`src/hdl/vector_distance_metric_core_assert.svh`:
```
// Assertion macros used by the core file.
`ifndef VECTOR_DISTANCE_METRIC_CORE_ASSERT_SVH
`define VECTOR_DISTANCE_METRIC_CORE_ASSERT_SVH

// Same-cycle implication, disabled while reset is active.
`define VDM_ASSERT_IMPLY(label, clk, rst_n, ante, cons) \
  label: assert property (@(posedge clk) disable iff (!rst_n) (ante) |-> (cons)) \
    else $error("vdm assertion failed");

// Next-cycle implication, disabled while reset is active.
`define VDM_ASSERT_NEXT(label, clk, rst_n, ante, cons) \
  label: assert property (@(posedge clk) disable iff (!rst_n) (ante) |=> (cons)) \
    else $error("vdm assertion failed");

`endif

```
`src/hdl/vdm_pkg.sv`:
```
package vdm_pkg;

  localparam int ElemW      = 16;
  localparam int FieldLanes = 4;
  localparam int LaneCntW   = 3;
  localparam int TermW      = 34;
  localparam int SumW       = 36;
  localparam int AccW       = 44;
  localparam int MetricW    = 2;
  localparam int DefLanes   = 4;
  localparam int QueueDepth = 4;
  localparam int QCntW      = $clog2(QueueDepth + 1);
  localparam int QPtrW      = $clog2(QueueDepth);

  localparam logic signed [AccW-1:0] OneQ30 = AccW'(1) << 30;

  typedef enum logic [MetricW-1:0] {
    MetricCos    = 2'd0,
    MetricL2     = 2'd1,
    MetricNegDot = 2'd2
  } metric_e;

  typedef struct packed {
    logic signed [SumW-1:0] sum;
    logic                   last_elem;
    logic                   final_cand;
  } vdm_entry_t;

  // Clamp a value one bit wider than the accumulator to the signed 44-bit range.
  function automatic logic signed [AccW-1:0] sat_acc(input logic signed [AccW:0] v);
    logic signed [AccW-1:0] r;
    if (v[AccW] != v[AccW-1]) begin
      r = v[AccW] ? {1'b1, {(AccW-1){1'b0}}} : {1'b0, {(AccW-1){1'b1}}};
    end else begin
      r = v[AccW-1:0];
    end
    return r;
  endfunction

endpackage

```
`src/hdl/vdm_back.sv`:
```
module vdm_back (
  input  logic                            clk_i,
  input  logic                            rst_ni,
  input  logic [vdm_pkg::MetricW-1:0]     metric_i,
  input  vdm_pkg::vdm_entry_t             head_i,
  input  logic                            empty_i,
  output logic                            pop_o,
  output logic                            out_valid_o,
  input  logic                            out_stall_i,
  output logic signed [vdm_pkg::AccW-1:0] distance_o,
  output logic                            batch_done_o
);
  import vdm_pkg::*;

  logic signed [AccW-1:0] acc_q, acc_d, acc_new, dist_d, dist_q;
  logic                   out_valid_q, done_q, out_free;

  assign acc_new = sat_acc((AccW+1)'(acc_q) + (AccW+1)'(head_i.sum));

  always_comb begin
    case (metric_i)
      MetricL2:     dist_d = acc_new;
      MetricNegDot: dist_d = sat_acc((AccW+1)'(0) - (AccW+1)'(acc_new));
      default:      dist_d = sat_acc((AccW+1)'(OneQ30) - (AccW+1)'(acc_new));
    endcase
  end

  // Hold a closing transaction in the queue until the result register frees up.
  assign out_free = !out_valid_q || !out_stall_i;
  assign pop_o    = !empty_i && (!head_i.last_elem || out_free);

  always_comb begin
    acc_d = acc_q;
    if (pop_o) begin
      acc_d = head_i.last_elem ? '0 : acc_new;
    end
  end

  always_ff @(posedge clk_i or negedge rst_ni) begin
    if (!rst_ni) begin
      acc_q       <= '0;
      out_valid_q <= 1'b0;
    end else begin
      acc_q <= acc_d;
      if (pop_o && head_i.last_elem) begin
        out_valid_q <= 1'b1;
      end else if (!out_stall_i) begin
        out_valid_q <= 1'b0;
      end
    end
  end

  always_ff @(posedge clk_i) begin
    if (pop_o && head_i.last_elem) begin
      dist_q <= dist_d;
      done_q <= head_i.final_cand;
    end
  end

  assign out_valid_o  = out_valid_q;
  assign distance_o   = dist_q;
  assign batch_done_o = done_q;

endmodule

```
`config.mk`:
```
export PLATFORM = sky130hd
export DESIGN_NAME = vdm_back
export DESIGN_NICKNAME = d
export VERILOG_FILES = /design/src/hdl/vector_distance_metric_core_assert.svh /design/src/hdl/vdm_pkg.sv /design/src/hdl/vdm_back.sv
export SDC_FILE = /design/constraint.sdc
export NUM_CORES = 1
export LEC_CHECK = 0
export BUFFER_PORTS_ARGS = -buffer_cell sky130_fd_sc_hd__buf_2
export CAP_MARGIN = 20
export CORE_MARGIN = 3
export CORE_UTILIZATION = 25
export DETAILED_ROUTE_END_ITERATION = 8
export GPL_TIMING_DRIVEN = 0
export PLACE_DENSITY = 0.51
export SETUP_SLACK_MARGIN = 0.3
export SLEW_MARGIN = 10
export SYNTH_ARGS = -nofsm -noshare
export SYNTH_HDL_FRONTEND = slang
export SYNTH_SLANG_ARGS = --single-unit
```
`constraint.sdc`:
```
create_clock -name clk_i -period 17.6 [get_ports clk_i]
set_clock_uncertainty 0.1 [all_clocks]
set_input_delay 0.88 -clock clk_i [delete_from_list [all_inputs] [get_ports clk_i]]
set_output_delay 0.88 -clock clk_i [all_outputs]
set_load 0.03 [all_outputs]
```
# Word level (Yosys, flattened, before mapping)

Cells that the tools add are included.

Output and inout bits: 47
Input bits: 44
Logic and storage cells: 31
Register bits: 90

$add $sub $neg: 3
Muxes and demuxes: 10
Reductions and logical operators: 8
Equal/unequal tests: 6

Operators by type and width:

| kind                                                                   | count |
|---|---|
| 44-bit two-way mux                                                     | 7 |
| 44-bit case mux with 2 select lines                                    | 1 |
| 44-bit by 36-bit adder with 45-bit output                              | 1 |
| 1-bit by 44-bit subtractor with 45-bit output (first input constant)   | 1 |
| 32-bit by 44-bit subtractor with 45-bit output (first input constant)  | 1 |
| 1-bit zero test                                                        | 4 |
| 1-bit != test                                                          | 3 |
| 2-bit by 1-bit equality test with 1-bit output (second input constant) | 1 |
| 2-bit equality test (second input constant)                            | 1 |
| 1-bit logical AND                                                      | 2 |
| 1-bit logical OR                                                       | 2 |
| 1-bit two-way mux                                                      | 2 |
| 2-bit by 1-bit != test with 1-bit output (second input constant)       | 1 |

# Logic depth before layout (Yosys ltp)

Gate-level depths: netlist (run 1).

Depth in word-level cells: 7
Depth in mapped cells: 31
Gate-level depth less buffers: 25

# Worst setup path before layout (run 1)

No wires, ideal clock.

Path kind: input-to-reg
From: input head_i[32] (netlist name)
To: register dist_q[37], in the netlist distance_o[37] (data pin)
Arrival: 6773 ps
Library setup time: 282 ps
Required time: 17219 ps
Buffers on the path: 5
Stages: 29
Slack: 10445 ps
Path through: ha_1 -> clkbuf_1 -> a21oi_1 -> o21ai_1 -> o21a_1 -> o32ai_1 -> o21ai_0 -> a31o_2 -> a21o_1 -> xor2_1 -> ha_1 -> clkbuf_1 -> and3_4 -> a21oi_1 -> clkbuf_1 -> clkbuf_1 -> o21ai_0 -> inv_1 -> ha_1 -> nand3_1 -> nor2_1 -> nand4_1 -> nor2_1 -> a31oi_1 -> or3_4 -> xor2_4 -> buf_4 -> a21oi_1 -> a41oi_1

Cells in the longest elaborated chain, start to end: 7
Elaborated cells between the ends (all ways): 13
Classes of those cells: add/sub: 3; eq/ne: 3; mux: 7

RTL lines:

| item                                                                                                                   | RTL line                       | text |
|---|---|---|
| start: declaration                                                                                                     | vdm_back.sv:5                  | `input vdm_pkg::vdm_entry_t head_i,` |
| 44-bit by 36-bit adder with 45-bit output *                                                                            | vdm_back.sv:18                 | `assign acc_new = sat_acc((AccW+1)'(acc_q) + (AccW+1)'(head_i.sum));` |
| 44-bit two-way mux / 1-bit != test (equally long branches)                                                             | vdm_pkg.sv:33, vdm_pkg.sv:32   |  |
| 44-bit two-way mux *                                                                                                   | vdm_pkg.sv:32                  | `if (v[AccW] != v[AccW-1]) begin` |
| 32-bit by 44-bit subtractor with 45-bit output / 1-bit by 44-bit subtractor with 45-bit output (equally long branches) | vdm_back.sv:24, vdm_back.sv:23 |  |
| 44-bit two-way mux / 1-bit != test (equally long branches)                                                             | vdm_pkg.sv:33, vdm_pkg.sv:32   |  |
| 44-bit two-way mux                                                                                                     | vdm_pkg.sv:32                  |  |
| 44-bit case mux with 2 select lines *                                                                                  | vdm_back.sv:21                 | `case (metric_i)` |
| via dist_d[37]                                                                                                         | vdm_back.sv:15                 | `logic signed [AccW-1:0] acc_q, acc_d, acc_new, dist_d, dist_q;` |
| end signal: assignment                                                                                                 | vdm_back.sv:55                 | `dist_q <= dist_d;` |
| end: declaration                                                                                                       | vdm_back.sv:15                 |  |

Mark *: on every way through the listed nets, which the timed path passes. The rest lies on a longest branch.
A chain may end at the register's enable or synchronous reset.

# Final worst setup path (run 1)

From: input head_i[16] (netlist name)
To: register dist_q[3], in the netlist distance_o[3] (data pin)

Same word-level chain as after synthesis.

==> results of run 1 <==
-- worst max-delay path by stage --
| stage | startpoint | endpoint | slack [ns] | cells past startpoint |
|---|---|---|---|---|
| 2_1_floorplan | head_i[32] | distance_o[37]$_DFFE_PP_ | 10.45 | 29 |
| 3_3_place_gp | head_i[16] | distance_o[3]$_DFFE_PP_ | 7.65 | 30 |
| 3_5_place_dp | head_i[16] | distance_o[3]$_DFFE_PP_ | 7.55 | 30 |
| 4_1_cts | head_i[16] | distance_o[3]$_DFFE_PP_ | 7.92 | 30 |
| 5_1_grt | head_i[37] | distance_o[30]$_DFFE_PP_ | 7.03 | 30 |
| 6_report | head_i[16] | distance_o[3]$_DFFE_PP_ | 7.68 | 30 |
-- final cells by class --
cell class	count	area, sq um
tap	461	577
fill	3979	25300
sequential	90	2480
timing repair buffer	92	490
clock buffer	13	270
inverter	25	93.8
buffer	70	317
multi-input combinational	966	6220
clock inverter	3	22.5
-- kinds of logic (layout without fill, tap and decap cells) --
logic type      after synthesis  in the layout
compound gates              447            447
buf+inv                      95            203
mux                          13             13
fa+ha+maj                    50             50
xor+xnor                     57             57
simple gates                399            399
flops                        90             90
-- flip-flops by register name (all words and copies together) (netlist names) --
signal,flops
acc_q,44
distance_o,44
batch_done_o,1
out_valid_o,1
-- stage by stage --
stage | cells | utilization
after global routing | 1720 | 0.293
final | 1720 | 0.293
after floorplan | 1151 | -
after CTS | 1719 | 0.292
after global placement | 1702 | 0.283
after detailed placement | 1703 | 0.284
-- routing by layer --
layer / up-vias / GRT usage / share of wire
met1: 4533 / 0.245 / 0.45
li1: 4520 / - / -
met4: 0 / 0.0515 / 0.028
met3: 56 / 0.0304 / 0.058
met5: - / 0 / 0
met2: 321 / 0.291 / 0.46
-- critical path: cells and delay by family --
kind	cells	cell delay (ns)
buffers and inverters	7	2.30
AO/OA/AOI/OAI	11	3.53
adder cells (fa/ha/maj)	3	1.05
AND/OR/NAND/NOR	8	2.03
XOR/XNOR	1	0.16
-- cell usage after synthesis, drive strengths merged, types with 5 or more instances --
| master | number |
|---|---|
| nand3 | 41 |
| a211oi | 9 |
| buf | 30 |
| xnor2 | 32 |
| o22ai | 5 |
| o21ai | 110 |
| nand2b | 8 |
| o211ai | 14 |
| a21oi | 170 |
| nor2 | 92 |
| and4 | 8 |
| dfrtp | 45 |
| clkbuf | 40 |
| inv | 23 |
| nand4 | 25 |
| mux2 | 9 |
| a31oi | 24 |
| o21a | 13 |
| xor2 | 25 |
| a21o | 20 |
| nor2b | 18 |
| nor3 | 21 |
| nor4 | 8 |
| and3 | 12 |
| or3 | 9 |
| nand2 | 110 |
| a22o | 32 |
| edfxtp | 45 |
| and2 | 11 |
| a41oi | 5 |
| a21boi | 5 |
| or2 | 17 |
| a311oi | 5 |
| ha | 49 |
==> results.cfg, run 1 <==
[setup_path]
worstPathArrival_ns = 9.98
r2r.worst_path.cells = 29
reg2reg_slack_ns = 7.91
cp_max_fo = 10
critPathMaxStageDelay_ns = 0.72
reg2reg_to = distance_o[3]$_DFFE_PP_
worstSetupEndpointType = flop
slowest_stage = sky130_fd_sc_hd__a211oi_1
crit_path_start_kind = input pin
critical_path.most_common_cell = sky130_fd_sc_hd__clkbuf_1
worst_r2r_startpoint = acc_q[14]$_DFFE_PN0P_
timing_worst_setup_path_type = input pin to flop
required_ns = 17.65

[floorplanning]
floorplan.die.width_um = 197
initial_utilization = 0.255
die_h_um = 197
fp.dieArea_sq_um = 38700
boundary_pins = 91
core_region_area_sq_um = 35700
fp-row-count = 69

[cells_and_area]
share_of_post_route_cells_with_drive_strength_above_1 = 0.154
n_antenna_cell = 0
layout_commonest_cell = sky130_fd_sc_hd__a21oi_1
flow.area_growth_from_synthesis_pct = 15.0
layout_common_cells = 168 x sky130_fd_sc_hd__a21oi_1, 112 x sky130_fd_sc_hd__buf_2, 110 x sky130_fd_sc_hd__nand2_1
final_design_area_no_fill_sq_um = 10500
final_nets = 1348

[synth]
synth_edf_count = 45
asyncSetResetFlopFracSynth = 0.500
yosysWarningCount = 0
largest_family_of_logic_cells_by_synthesized_area = compound AO/OA/AOI/OAI gates
sequential_cell_area_fraction_in_the_yosys_report = 0.272
yosys_register_bits = 90
compound_gate_fraction_of_synth_area = 0.312
syn_inst = 1151
yosys.area_share.adder = 0.0696
synthDominantCellAreaShare = 0.149
synth.distinct_cells = 100
synth.area.top_cells = sky130_fd_sc_hd__edfxtp_1 15%, sky130_fd_sc_hd__dfrtp_1 12%, sky130_fd_sc_hd__a21oi_1 9.2%, sky130_fd_sc_hd__ha_1 6.7%, sky130_fd_sc_hd__o21ai_0 5.0%
post_synth_xor_area_fraction = 0.0578
syn-cell-area_sq_um = 9100
synth_ff_type = sky130_fd_sc_hd__edfxtp_1
synth_area_in_simple_gates = 0.228
netlist.top_cell.by_area = sky130_fd_sc_hd__edfxtp_1
syn-mean-instance-area_sq_um = 7.90
mappedNetlistNets = 1245
synthMuxAreaShare = 0.0155

[timing]
final.period_utilization = 0.564
finalCriticalPeriod_ns = 9.92
slew_viol_final = 0
report.final.setup_viol = 0
timing.setup.tns_ns = 0
max_slew_margin = 0.415
final-hold-violation-count = 0
fmax_mhz = 101
whs_ns = 0.294
rsz0062_at_grt = no
tightest_slew_ns = 0.875
worst_slack_setup_final_ns = 7.68

[drt]
final_antenna_net_count = 0
drt_drc_violations_left = 0
via_total_after_detailed_routing = 9430
drtPass1Iterations = 7
via_per_inst = 5.48
detail_route.iter0.violations = 719
final_routed_wire_length_divided_by_cell_count_um = 20.6
routed_wirelength_mm = 35.4

[global_routing]
grt_pass1_vias = 9038
globalRouteOverflowTotal = 0
grt_start_max_net_pins = 46
grt_use_total = 0.179
global_route_wire_length_before_repair_mm = 53.9
antenna_found_initial = 1

[cts]
max-clock-path-buffers = 2
cts.repair.resized = 0
cts.htree.levels = 3
hold_buffers = 0
cts.reportedPaths.clkPinSlew_ns = 0.06
worstSkewPairLatency_ns = 0.36
tritoncts = done
cts_setup_buffers = 0
cts_buffers = 9
cts_root_buf = sky130_fd_sc_hd__clkbuf_16
cts_sinks = 90

[place]
placement_cell_area_sq_um = 10200
portBuffers = 90
post_place_setup_slack_ns = 7.55
hpwlAfterDp_mm = 28.8
routabilityCongestion = 0.933

[min_path]
min_path_type = input pin to async pin

[status]
outcome = finished clean

[run]
max_cap_violations = 0
Power of run 1 is not shown: default switching activity piles up to over one toggle a cycle in this logic, so the estimate is an artifact.
==> run 2: changes to the inputs <==
Clock period 17.6 ns to 10.3 ns, I/O delays scaled along.
==> results.cfg, run 2 (synthesis gave the netlist of run 1 again) <==
[status]
outcome = finished clean

[floorplanning]
initial_utilization = 0.255
core_region_area_sq_um = 35700
fp-row-count = 69
floorplan.die.width_um = 197
die_h_um = 197
boundary_pins = 91
fp.dieArea_sq_um = 38700

[setup_path]
reg2reg_slack_ns = 0.94
timing_worst_setup_path_type = flop to flop
worst-path-stages = 29
critPathMaxStageDelay_ns = 0.54
reg2reg_to = distance_o[3]$_DFFE_PP_
r2r.worst_path.cells = 29
crit_path_start_kind = flop
cp_max_fo = 10
required_ns = 10.36
cpLargestDelayFamily = compound AO/OA/AOI/OAI gates
worstSetupEndpointType = flop
slowest_stage = sky130_fd_sc_hd__clkbuf_1
cp_num_buf_inv = 5
worst_r2r_startpoint = acc_q[6]$_DFFE_PN0P_
worstPathArrival_ns = 9.42

[min_path]
min_to = batch_done_o$_DFFE_PP_
min_path_type = input pin to flop
hold_start = head_i[0]
worstHoldPathCells = 1

[cts]
cts.htree.levels = 3
cts.reportedPaths.clkPinSlew_ns = 0.06
cts_sinks = 90
max-clock-path-buffers = 2
cts_buffers = 9
worstSkewPairLatency_ns = 0.36
tritoncts = done
cts_root_buf = sky130_fd_sc_hd__clkbuf_16
cts_setup_buffers = 0

[place]
hpwlAfterDp_mm = 28.8
place.detailed.instances = 1703
post_place_setup_slack_ns = 0.615
routabilityCongestion = 0.933
portBuffers = 90
placement_cell_area_sq_um = 10200

[timing]
max_slew_margin = 0.419
finalCriticalPeriod_ns = 9.36
worst_slack_setup_final_ns = 0.944
final.period_utilization = 0.908
rsz0062_at_grt = no
final-hold-violation-count = 0
report.final.setup_viol = 0
tightest_slew_ns = 0.870
slew_viol_final = 0
timing.setup.tns_ns = 0
fmax_mhz = 107

[drt]
via_per_inst = 5.49
via_total_after_detailed_routing = 9451
final_routed_wire_length_divided_by_cell_count_um = 20.6
final_antenna_net_count = 0
routed_wirelength_mm = 35.5
detail_route.iter0.violations = 755
drtPass1Iterations = 6
drt_drc_violations_left = 0

[cells_and_area]
final_design_area_no_fill_sq_um = 10500
layout_commonest_cell = sky130_fd_sc_hd__a21oi_1
n_antenna_cell = 0
multi_input_gate_area_in_the_final_layout_sq_um = 6230
instances_no_fill = 1721
layout_common_cells = 168 x sky130_fd_sc_hd__a21oi_1, 112 x sky130_fd_sc_hd__buf_2, 110 x sky130_fd_sc_hd__nand2_1
share_of_post_route_cells_with_drive_strength_above_1 = 0.157
final_nets = 1349
flow.area_growth_from_synthesis_pct = 15.3
ff_latch_area_sq_um = 2480
fillCellCount = 3975

[global_routing]
grt_start_max_net_pins = 46
grt_use_total = 0.179
globalRouteOverflowTotal = 0
antenna_found_initial = 1
global_route_wire_length_before_repair_mm = 53.9
grt_pass1_vias = 9038

[run]
max_cap_violations = 0
[run 2: cell count changes in the layout (fill, tap and decap cells not counted), sizes merged]
cell / delta
dlygate4sd3: +1
[run 2: worst max path at each step]
stage                                from                  endpoint  slack (ns)
detailed placement             head_i[16]   distance_o[3]$_DFFE_PP_        0.61
global placement               head_i[16]   distance_o[3]$_DFFE_PP_        0.72
finish               acc_q[6]$_DFFE_PN0P_   distance_o[3]$_DFFE_PP_        0.94
floorplan                      head_i[32]  distance_o[37]$_DFFE_PP_        3.51
CTS                 acc_q[14]$_DFFE_PN0P_   distance_o[3]$_DFFE_PP_        0.84
global route         acc_q[6]$_DFFE_PN0P_   distance_o[3]$_DFFE_PP_        0.32
[run 2: per-stage QoR]
stage	util	hold slack [ns]
after floorplan	-	0.119
after global placement	0.283	0.382
after detailed placement	0.284	0.388
after CTS	0.292	0.212
after global routing	0.293	0.214
final	0.293	0.230
[run 2: area by class of cell]
cell class                      count  area share
Timing Repair Buffer               93      0.0477
Tap cell                          461      0.0550
Buffer                             70      0.0304
Clock buffer                       13      0.0258
Multi-Input combinational cell    966       0.594
Inverter                           25     0.00895
Clock inverter                      3     0.00215
Sequential cell                    90       0.236
[run 2: repair_timing]
action | 4_1_cts | 5_1_grt
endpoints found under the setup margin | 0 | 23
hold endpoints to repair | 0 | 10
resized for setup | 0 | 6
hold buffers | 0 | 1
[run 2: worst register-to-register path: cells and delay by family (launching register included)]
kind	cells	cell delay, ns
buffers and inverters	5	1.91
AND/OR/NAND/NOR	9	2.34
AO/OA/AOI/OAI	10	2.96
XOR/XNOR	2	0.42
flip-flops	1	0.39
adder cells (fa/ha/maj)	3	1.06
[run 2: routing by layer]
metal / track usage / wire length (um) / part of all wire / up-vias
met2: 0.291 / 16400 / 0.46 / 343
met1: 0.245 / 16000 / 0.45 / 4525
met4: 0.0515 / 996 / 0.028 / 0
met5: 0 / 0 / 0 / -
li1: - / - / - / 4527
met3: 0.0304 / 2170 / 0.061 / 56
Power of run 2 is left out for the same reason.
