<file path="config.mk">
export PLATFORM = sky130hd
export DESIGN_NAME = vdm_queue
export DESIGN_NICKNAME = d
export VERILOG_FILES = /design/src/hdl/vector_distance_metric_core_assert.svh /design/src/hdl/vdm_pkg.sv /design/src/hdl/vdm_queue.sv
export SDC_FILE = /design/constraint.sdc
export NUM_CORES = 1
export LEC_CHECK = 0
export BUFFER_PORTS_ARGS = -buffer_cell sky130_fd_sc_hd__clkbuf_2
export CAP_MARGIN = 30
export CORE_UTILIZATION = 50
export DETAILED_ROUTE_END_ITERATION = 10
export HOLD_SLACK_MARGIN = 0.03
export PLACE_DENSITY = 0.78
export SETUP_SLACK_MARGIN = 0.2
export SLEW_MARGIN = 15
export SYNTH_ARGS = -nofsm -noshare
export SYNTH_HDL_FRONTEND = slang
export SYNTH_SLANG_ARGS = --single-unit
</file>
<file path="constraint.sdc">
create_clock -name clk_i -period 2.95 [get_ports clk_i]
set_input_delay 0.59 -clock clk_i [delete_from_list [all_inputs] [get_ports clk_i]]
set_output_delay 0.59 -clock clk_i [all_outputs]
set_load 0.05 [all_outputs]
</file>
<file path="src/hdl/vector_distance_metric_core_assert.svh">
// Assertion macros used by the core file.
`ifndef VECTOR_DISTANCE_METRIC_CORE_ASSERT_SVH
`define VECTOR_DISTANCE_METRIC_CORE_ASSERT_SVH

// Same-cycle implication, disabled while reset is active.
`define VDM_ASSERT_IMPLY(label, clk, rst_n, ante, cons) \
  label: assert property (@(posedge clk) disable iff (!rst_n) (ante) |-> (cons)) \
    else $error("vdm assertion failed");

// Next-cycle implication, disabled while reset is active.
`define VDM_ASSERT_NEXT(label, clk, rst_n, ante, cons) \
  label: assert property (@(posedge clk) disable iff (!rst_n) (ante) |=> (cons)) \
    else $error("vdm assertion failed");

`endif

</file>
<file path="src/hdl/vdm_pkg.sv">
package vdm_pkg;

  localparam int ElemW      = 16;
  localparam int FieldLanes = 4;
  localparam int LaneCntW   = 3;
  localparam int TermW      = 34;
  localparam int SumW       = 36;
  localparam int AccW       = 44;
  localparam int MetricW    = 2;
  localparam int DefLanes   = 4;
  localparam int QueueDepth = 4;
  localparam int QCntW      = $clog2(QueueDepth + 1);
  localparam int QPtrW      = $clog2(QueueDepth);

  localparam logic signed [AccW-1:0] OneQ30 = AccW'(1) << 30;

  typedef enum logic [MetricW-1:0] {
    MetricCos    = 2'd0,
    MetricL2     = 2'd1,
    MetricNegDot = 2'd2
  } metric_e;

  typedef struct packed {
    logic signed [SumW-1:0] sum;
    logic                   last_elem;
    logic                   final_cand;
  } vdm_entry_t;

  // Clamp a value one bit wider than the accumulator to the signed 44-bit range.
  function automatic logic signed [AccW-1:0] sat_acc(input logic signed [AccW:0] v);
    logic signed [AccW-1:0] r;
    if (v[AccW] != v[AccW-1]) begin
      r = v[AccW] ? {1'b1, {(AccW-1){1'b0}}} : {1'b0, {(AccW-1){1'b1}}};
    end else begin
      r = v[AccW-1:0];
    end
    return r;
  endfunction

endpackage

</file>
<file path="src/hdl/vdm_queue.sv">
module vdm_queue (
  input  logic                      clk_i,
  input  logic                      rst_ni,
  input  logic                      push_i,
  input  vdm_pkg::vdm_entry_t       entry_i,
  input  logic                      pop_i,
  output vdm_pkg::vdm_entry_t       head_o,
  output logic                      empty_o,
  output logic                      full_o,
  output logic [vdm_pkg::QCntW-1:0] cnt_o
);
  import vdm_pkg::*;

  vdm_entry_t       mem_q [QueueDepth];
  logic [QPtrW-1:0] wr_ptr_q, rd_ptr_q;
  logic [QCntW-1:0] cnt_q, cnt_d;

  always_comb begin
    cnt_d = cnt_q;
    if (push_i && !pop_i) begin
      cnt_d = cnt_q + 1'b1;
    end else if (pop_i && !push_i) begin
      cnt_d = cnt_q - 1'b1;
    end
  end

  always_ff @(posedge clk_i or negedge rst_ni) begin
    if (!rst_ni) begin
      wr_ptr_q <= '0;
      rd_ptr_q <= '0;
      cnt_q    <= '0;
    end else begin
      if (push_i) begin
        wr_ptr_q <= wr_ptr_q + 1'b1;
      end
      if (pop_i) begin
        rd_ptr_q <= rd_ptr_q + 1'b1;
      end
      cnt_q <= cnt_d;
    end
  end

  always_ff @(posedge clk_i) begin
    if (push_i) begin
      mem_q[wr_ptr_q] <= entry_i;
    end
  end

  assign head_o  = mem_q[rd_ptr_q];
  assign empty_o = (cnt_q == '0);
  assign full_o  = (cnt_q == QCntW'(QueueDepth));
  assign cnt_o   = cnt_q;

endmodule

</file>
# Word-level counts from Yosys, hierarchy flattened
# Memory sizes are Yosys's and may differ from the RTL's.
# Cells that the tools add are included.
dict set report totals {
  ff_bits 7
  ram_bits 152
  inputBits 42
  output_inout_bits 43
  word_cells 19
  memories 1
}
# memory depth word_bits read_ports rd_ports_with_merged_regs write_ports line_no
set memory_table {}
lappend memory_table {mem_q 4 38 1 0 1 vdm_queue.sv:14} ;# vdm_entry_t mem_q [QueueDepth];
dict set report op_classes {
  n_addsub 4
  n_eq_ne 1
  muxes 4
  reduce_logical 6
}
# operator n
set op_table {}
lappend op_table {{$mux 3} 2}
lappend op_table {{$add 2x1->2 const B} 2}
lappend op_table {{$add 3x1->3 const B} 1}
lappend op_table {{$eq 3x3->1 const B} 1}
lappend op_table {{$logic_not 3->1} 1}
lappend op_table {{$sub 3x1->3 const B} 1}
lappend op_table {{$logic_and 1x1->1} 2}
lappend op_table {{$logic_not 1->1} 2}
lappend op_table {{$mux 1} 2}
lappend op_table {{$reduce_bool 2->1} 1}

# Logic depth before layout (Yosys ltp)
# Gate-level depths: netlist of run 1.
dict set report logic_depth {
  depth_word 4
  ltp_mapped 7
  depth_no_buf 7
}

# Least setup slack after synthesis of run 1
# No wires, ideal clock.
dict set report synth_timing {
  path_kind {register -> output}
  startpoint {register cnt_q[2] (netlist: cnt_o[2])}
  endpoint {output full_o}
  arrival_ps 1875
  slack_ps 485
  stages_incl_launch_ff 2
  n_path_buf 0
  path_cell_list {dfrtp_1 -> nor3b_1}
}
dict set report synth_via {
  elab_chain_len 1
}
# item line_no
set synth_lines {}
lappend synth_lines {{start: declaration} vdm_queue.sv:16} ;# logic [QCntW-1:0] cnt_q, cnt_d;
lappend synth_lines {{start signal: assignment} vdm_queue.sv:39} ;# cnt_q <= cnt_d;
lappend synth_lines {{$eq 3x3->1} vdm_queue.sv:51} ;# assign full_o = (cnt_q == QCntW'(QueueDepth));
lappend synth_lines {{end: declaration} vdm_queue.sv:9} ;# output logic full_o,
# Every way passes these cells.

==> Implementation_results.wiki, run 1 <==
{| class="wikitable"
! Metric !! Value
|-
| Outcome || finished, final reports clean
|-
| Count of endpoints failing setup in the final report || 0
|-
| Slowest cell delay on critical path || 0.55 ns
|-
| Number of cells produced by synthesis || 233
|-
| Area after detailed placement || 0.006560 mm2
|-
| Per-cell via count in the routed design || 5.406
|-
| Main combinational cell family by area after synthesis || multiplexers
|-
| Number of nets produced by synthesis || 281
|-
| Drt drc || 0
|-
| Num CTS Buffers || 17
|-
| Clock skew after layout || 0.007570 ns
|-
| Mean post-synth cell area || 25.43 um2
|-
| Filler instances || 808
|-
| Adder-cell share of the synthesized area || 1.394%
|-
| Number of vias in the routed layout || 2,665
|-
| Antenna cells || 0
|-
| Final core utilization || 61.81%
|-
| Height of the die || 110.9 um
|-
| Overall routed net length || 9552 um
|-
| Antenna Nets Post-Route || 0
|-
| Row cnt || 39
|-
| Category of the worst setup path capture point || primary output
|-
| Largest delay share family, worst path || flip-flops
|-
| Number of top-level pins || 85
|-
| Average detailed-routed wire length per instance || 19.38 um
|-
| Kind of launch point of the worst setup path || flop
|-
| Sequential fraction of the synthesis area || 80.00%
|-
| Worst-Margin Slew || 0.6006 ns
|-
| Remaining Overflow, GRT || 0
|-
| Sw Ratio || 37.88%
|-
| IO Port Bufs || 84
|-
| Ratio of cells with drive above 1 in the final layout || 45.71%
|-
| Worst min-delay path category || in -> reg
|-
| Fin crit share || 88.61%
|-
| Maximum buffer depth of the clock tree || 2
|-
| Nets || 385
|-
| Cell area after layout || 0.007088 mm2
|-
| Post-synth top area cell || sky130_fd_sc_hd__edfxtp_1
|-
| Cell leakage power || 2.502 nW
|-
| Clock insertion delay at the later pin of the skew report || 0.41 ns
|-
| Total internal power || 5.101 mW
|-
| Hold Violations, Final || 0
|-
| Number of buffers inserted by post-CTS setup repair || 0
|-
| Buf/Inv on CP || 2
|-
| Maximum vdd ir drop || 0.7126 mV
|-
| Fmax || 382.6 MHz
|-
| Synth top area cells || sky130_fd_sc_hd__edfxtp_1, sky130_fd_sc_hd__mux4_2, sky130_fd_sc_hd__dfrtp_1, sky130_fd_sc_hd__buf_12, sky130_fd_sc_hd__ha_1
|-
| H-tree levels || 4
|-
| Number of violations reported at the end of detailed-routing iteration 0 || 204
|-
| Pin count of the biggest net entering global routing || 31
|-
| Placer's final routability congestion estimate || 0.6544
|-
| Post-synth top area share || 77.04%
|-
| Register bit count reported by yosys || 159
|-
| Sinks on the clock net || 159
|-
| Compound-Gate Fraction of Synth Area || 0.08448%
|-
| Fraction of power consumed by combinational cells || 38.0%
|-
| PwrDens || 1159 mW/mm2
|-
| Minimum clock period after layout || 2.614 ns
|-
| Final total negative setup slack || 0 ns
|-
| Portion of netlist area occupied by mux cells || 14.64%
|-
| Relative max-transition margin || 59.96%
|-
| Parity-gate share of the synthesized area counting xor and xnor cells || 0.8870%
|-
| Relative area change from synthesis to final layout || 19.64%
|-
| Switching power || 3.111 mW
|-
| Number of global-route vias before repair || 2,770
|-
| Type of the worst setup path || reg -> out
|-
| Antenna violations before repair || 0
|-
| Part of the total power dissipated in sequential elements || 38.7%
|-
| Detailed Routing Iterations Pass 1 || 4
|-
| Core Box Area || 0.01147 mm2
|-
| Number of max-cap violations || 0
|-
| Synthesized cell area || 0.005924 mm2
|-
| TritonCTS clock tree || done
|-
| Clock root buffer || sky130_fd_sc_hd__clkbuf_16
|-
| Required time of the worst setup path || 2.36 ns
|-
| Cell chain of the critical path || buf_12, mux4_2, clkbuf_2
|-
| Die area || 0.01229 mm2
|-
| Starting density of the core || 51.66%
|-
| Reg clk slew, reported paths || 0.06 ns
|-
| Count of yosys warnings during synthesis || 0
|-
| RSZ-0062 raised after global routing || no
|-
| Overall global routing resource usage || 16.82%
|-
| Maximum fanout count along the critical path || 21
|-
| Overall die width || 110.9 um
|-
| Proportion of power drawn by the clock network || 23.3%
|-
| Critical path data arrival time || 2.02 ns
|-
| Wire length of the first global-routing pass || 14,890 um
|-
| Slowest library cell on the worst path || sky130_fd_sc_hd__dfrtp_4
|-
| Distinct cells, synth || 19
|-
| Fin. max-slew vios || 0
|-
| HPWL Detailed || 5971 um
|-
| Simple-gate share of the synthesized area || 0.8237%
|-
| Smallest hold slack || 0.3921 ns
|}
-- final cells by class --
type / count / area [um2] / area share (%)
tap: 143 / 178.9 / 2.524
multi-input combinational: 61 / 1061 / 14.97
sequential: 159 / 4745 / 66.94
clock buffer: 22 / 444.2 / 6.267
clock inverter: 10 / 71.32 / 1.006
timing repair buffer: 94 / 573.1 / 8.085
inverter: 4 / 15.01 / 0.2118
-- Yosys cell counts, drive strengths merged --
cell type,instances
xor2,4
edfxtp,152
ha,5
buf,9
fa,1
inv,4
nor3b,1
mux2,1
and2,4
nand2,2
nor3,1
mux4,38
nor2,1
dfrtp,7
xnor2,2
o21ai,1
-- flip-flops by register name (all words and copies together), names as in the netlist --
| signal | cells |
|---|---|
| mem_q | 152 |
| wr_ptr_q | 2 |
| cnt_o | 3 |
| rd_ptr_q | 2 |
-- stage by stage --
| step | power (mW) | std cells | worst slack [ns] |
|---|---|---|---|
| 2_1_floorplan | 5.726 | 233 | 0.4846 |
| 3_3_place_gp | 6.344 | 460 | 0.7239 |
| 3_5_place_dp | 6.398 | 460 | 0.6999 |
| 4_1_cts | 8.315 | 493 | 0.2419 |
| 5_1_grt | 8.541 | 493 | 0.2465 |
| 6_report | 8.212 | 493 | 0.3360 |
-- per-layer routing --
metal / track usage, % / up-vias / share of wire (%) / wire [um]
met5: 0 / - / 0 / 0
met2: 25.63 / 94 / 49 / 4643
met4: 6.133 / 0 / 1.2 / 119
met1: 21.90 / 1364 / 43 / 4106
met3: 6.889 / 13 / 7.1 / 682
li1: - / 1194 / - / -
-- path summary, 6_finish.rpt --
check / start / slack (ns) / endpoint / cells after the start
min: entry_i[37] / 0.39 / mem_q[3][37] / 1
min in group asynchronous: rst_ni / 0.55 / cnt_o[2] / 2
max in group asynchronous: rst_ni / 2.18 / rd_ptr_q[0] / 2
max: rd_ptr_q[0] / 0.34 / head_o[0] / 3
max reg2reg: wr_ptr_q[0] / 1.19 / mem_q[0][25] / 4
min reg2reg: cnt_o[2] / 0.52 / cnt_o[2] / 1
-- logic make-up (layout without fill, tap and decap cells) --
group	after synthesis	after routing
AOI/OAI and AO/OA	1	1
adders and majority gates	6	6
muxes	39	39
DFF	159	159
buffers and inverters	13	130
xor gates and xnor gates	6	6
and+or+nand+nor	9	9
-- power by group through the flow --
stage	combinational (mW)	clock [mW]	sequential, mW
global placement	3.14	0	3.20
floorplan	2.55	0	3.18
finish	3.12	1.91	3.18
CTS	3.17	1.95	3.19
detailed placement	3.17	0	3.23
global route	3.28	2.03	3.23
-- cell usage in the layout (no fill, tap or decap), types with 5 or more instances in the layout --
master	n
sky130_fd_sc_hd__dfrtp_1	5
sky130_fd_sc_hd__buf_12	6
sky130_fd_sc_hd__edfxtp_1	152
sky130_fd_sc_hd__clkinv_1	5
sky130_fd_sc_hd__clkbuf_1	5
sky130_fd_sc_hd__clkbuf_16	17
sky130_fd_sc_hd__mux4_2	38
sky130_fd_sc_hd__ha_1	5
sky130_fd_sc_hd__clkbuf_2	84
-- repair_timing --
action,in CTS,in global routing
hold buffers,1,0
endpoints found under the hold margin,7,0
endpoints found under the setup margin,0,8
gates resized for setup,0,1
Note: power is estimated with default switching activity, not from simulation.
==> inputs of run 2 (changes only) <==
--- a/config.mk
+++ b/config.mk
@@ -7,10 +7,10 @@
 export LEC_CHECK = 0
 export BUFFER_PORTS_ARGS = -buffer_cell sky130_fd_sc_hd__clkbuf_2
 export CAP_MARGIN = 30
-export CORE_UTILIZATION = 50
+export CORE_UTILIZATION = 61
 export DETAILED_ROUTE_END_ITERATION = 10
 export HOLD_SLACK_MARGIN = 0.03
-export PLACE_DENSITY = 0.78
+export PLACE_DENSITY = 0.91
 export SETUP_SLACK_MARGIN = 0.2
 export SLEW_MARGIN = 15
 export SYNTH_ARGS = -nofsm -noshare
==> run 2 against run 1 <==
Net effect: clock power rose by 16%; register-to-register slack improved by 0.10 ns; sequential share of layout area fell by 0.50 points; largest power group unchanged; highest routed layer unchanged; critical path depth did not move; power rose by 3.6%; clock skew rose by 0.0012 ns; largest cell class unchanged; die area fell by 18%; core utilization rose by 15 points; setup slack got worse by 0.0040 ns.
==> Implementation_results.wiki, run 2 (synthesis gave the netlist of run 1 again) <==
{| class="wikitable"
! Metric !! Value
|-
| TritonCTS clock tree || done
|-
| Placer's final routability congestion estimate || 0.6848 (+4.6%)
|-
| Die area || 0.01011 mm2 (-18%)
|-
| Relative area change from synthesis to final layout || 20.61%
|-
| Clock insertion delay at the later pin of the skew report || 0.51 ns (+0.10 ns)
|-
| Count of endpoints failing setup in the final report || 0 (unchanged)
|-
| Average detailed-routed wire length per instance || 20.59 um (+6.3%)
|-
| Per-cell via count in the routed design || 5.658 (+4.7%)
|-
| Most used cells in the layout excluding fill and tap cells || sky130_fd_sc_hd__edfxtp_1, sky130_fd_sc_hd__clkbuf_2, sky130_fd_sc_hd__mux4_2
|-
| R2R depth || 4 (unchanged)
|-
| Final total negative setup slack || 0 ns (unchanged)
|-
| Height of the die || 100.6 um (-9.3%)
|-
| PwrDens || 1191 mW/mm2 (+2.8%)
|-
| Register bank with the most flops || mem_q
|-
| Number of instances in the placed design || 445 (-3.3%)
|-
| Num CTS Buffers || 17 (unchanged)
|-
| Overall global routing resource usage || 21.53% (+4.7 points)
|-
| Power after layout || 8.508 mW (+3.6%)
|-
| Drt drc || 0 (unchanged)
|-
| Fmax || 382.0 MHz (-0.15%)
|-
| Critical path data arrival time || 2.03 ns (about the same)
|-
| Core Box Area || 0.009328 mm2 (-19%)
|-
| Hold Violations, Final || 0 (unchanged)
|-
| Startpoint of the worst-slack reg-to-reg timing path || wr_ptr_q[0]
|-
| Category of the worst setup path capture point || primary output
|-
| Detailed Routing Iterations Pass 1 || 4 (unchanged)
|-
| Slack of the critical path || 0.3320 ns (-0.004012 ns)
|-
| Outcome || finished, final reports clean
|-
| Worst setup endpoint || head_o[24]
|-
| Type of the worst setup path || reg -> out
|-
| Number of global-route vias before repair || 2,762 (-0.29%)
|-
| IO Port Bufs || 84 (unchanged)
|-
| Overall die width || 100.6 um (-9.3%)
|-
| Starting density of the core || 63.51% (+12 points)
|-
| Clock root buffer || sky130_fd_sc_hd__clkbuf_8
|-
| Final cell count without fillers || 479 (-2.8%)
|-
| Ratio of cells with drive above 1 in the final layout || 48.00% (+2.3 points)
|-
| Number of violations reported at the end of detailed-routing iteration 0 || 109 (-47%)
|-
| Pin count of the biggest net entering global routing || 39 (+26%)
|-
| Antenna cells || 0 (unchanged)
|-
| Worst-Margin Slew || 0.5701 ns (-0.03053 ns)
|-
| Maximum buffer depth of the clock tree || 2 (unchanged)
|-
| Nets || 385 (unchanged)
|-
| Clock skew after layout || 0.008812 ns (+0.001243 ns)
|-
| Fin crit share || 88.75% (+0.14 points)
|-
| Minimum clock period after layout || 2.618 ns (+0.004012 ns)
|-
| Antenna Nets Post-Route || 0 (unchanged)
|-
| Smallest hold slack || 0.2897 ns (-0.1024 ns)
|-
| Number of top-level pins || 85 (unchanged)
|-
| HPWL Detailed || 5916 um (-0.91%)
|-
| Kind of launch point of the worst setup path || flop
|-
| Maximum fanout count along the critical path || 20 (-4.8%)
|-
| Antenna violations before repair || 0 (unchanged)
|-
| Filler instances || 511 (-37%)
|-
| Cell leakage power || 2.535 nW (+1.3%)
|-
| RSZ-0062 raised after global routing || no
|-
| Worst Setup SP || rd_ptr_q[1]
|-
| Worst min-delay path category || in -> reg
|-
| Number of max-cap violations || 0 (unchanged)
|-
| Relative max-transition margin || 62.00% (+2.0 points)
|-
| H-tree levels || 4 (unchanged)
|-
| Reg-to-reg critical path endpoint || mem_q[0][0]
|-
| Reg clk slew, reported paths || 0.06 ns (about the same)
|-
| Maximum vdd ir drop || 0.8021 mV (+13%)
|-
| Dpl ws || 0.6541 ns (-0.04578 ns)
|-
| Row cnt || 35 (-10%)
|-
| Wire length of the first global-routing pass || 15,230 um (+2.3%)
|-
| Sinks on the clock net || 159 (unchanged)
|-
| Number of vias in the routed layout || 2,710 (+1.7%)
|-
| Register-to-register setup slack || 1.29 ns (+0.10 ns)
|-
| Remaining Overflow, GRT || 0 (unchanged)
|-
| Overall routed net length || 9864 um (+3.3%)
|-
| Required time of the worst setup path || 2.36 ns (about the same)
|-
| Max reg flops || 152 (unchanged)
|-
| Fin. max-slew vios || 0 (unchanged)
|-
| Most frequent standard cell in the layout excluding fill and tap cells || sky130_fd_sc_hd__edfxtp_1
|}
## run 2: changes by cell type in the layout (fill, tap and decap cells not counted), sizes merged
cell	change
clkinv	-4
bufinv	+3
inv	+2
clkinvlp	+2
clkbuf	-3
## run 2: worst min path at each step
stage | from | endpoint | slack (ns) | cells after the start
2_1_floorplan | rst_ni | cnt_o[0] | 0.29 | 0
3_3_place_gp | rst_ni | wr_ptr_q[0] | 0.43 | 1
3_5_place_dp | rst_ni | wr_ptr_q[0] | 0.43 | 1
4_1_cts | pop_i | rd_ptr_q[0] | 0.27 | 2
5_1_grt | entry_i[20] | mem_q[2][20] | 0.27 | 1
6_report | entry_i[27] | mem_q[0][27] | 0.29 | 1
## run 2: cell type report
class	instances	area [um2]	area share (%)
Inverter	4	15.01	0.2101
Sequential cell	159	4747	66.43
Tap cell	129	161.4	2.259
Multi-Input combinational cell	61	1061	14.85
Clock inverter	13	187.7	2.627
Clock buffer	19	421.7	5.901
Timing Repair Buffer	94	551.8	7.722
## run 2: where the power goes
group | total, mW | switching, mW | internal [mW] | leakage (nW)
logic | 3.12 | 2.15 | 0.975 | 0.770
clock network | 2.21 | 0.835 | 1.38 | 0.289
registers | 3.17 | 0.201 | 2.97 | 1.48
total | 8.51 | 3.18 | 5.32 | 2.54
## run 2: critical path: stages, from the launching register on
cell                       delay, ns
sky130_fd_sc_hd__dfrtp_4        0.60
sky130_fd_sc_hd__buf_4          0.30
sky130_fd_sc_hd__mux4_2         0.35
sky130_fd_sc_hd__clkbuf_2       0.25
## run 2: what timing repair did
| item | CTS | global route |
|---|---|---|
| buffers inserted | 1 | 0 |
| hold buffers | 1 | 0 |
| hold endpoints to repair | 7 | 0 |
| setup endpoints to repair | 31 | 12 |
| resized for setup | 2 | 1 |
## run 2: layer usage
layer	vias up	wire length [um]	track usage (%)
li1	1190	-	-
met1	1404	3926	27.79
met2	103	5226	35.51
met3	13	577	6.033
met4	0	133	8.027
met5	-	0	0
## run 2: per-stage QoR
stage | util [%] | cell area, um2
2_1_floorplan | - | 5924
3_3_place_gp | 69.79 | 6510
3_5_place_dp | 69.79 | 6510
4_1_cts | 76.58 | 7143
5_1_grt | 76.61 | 7146
6_report | 76.61 | 7146
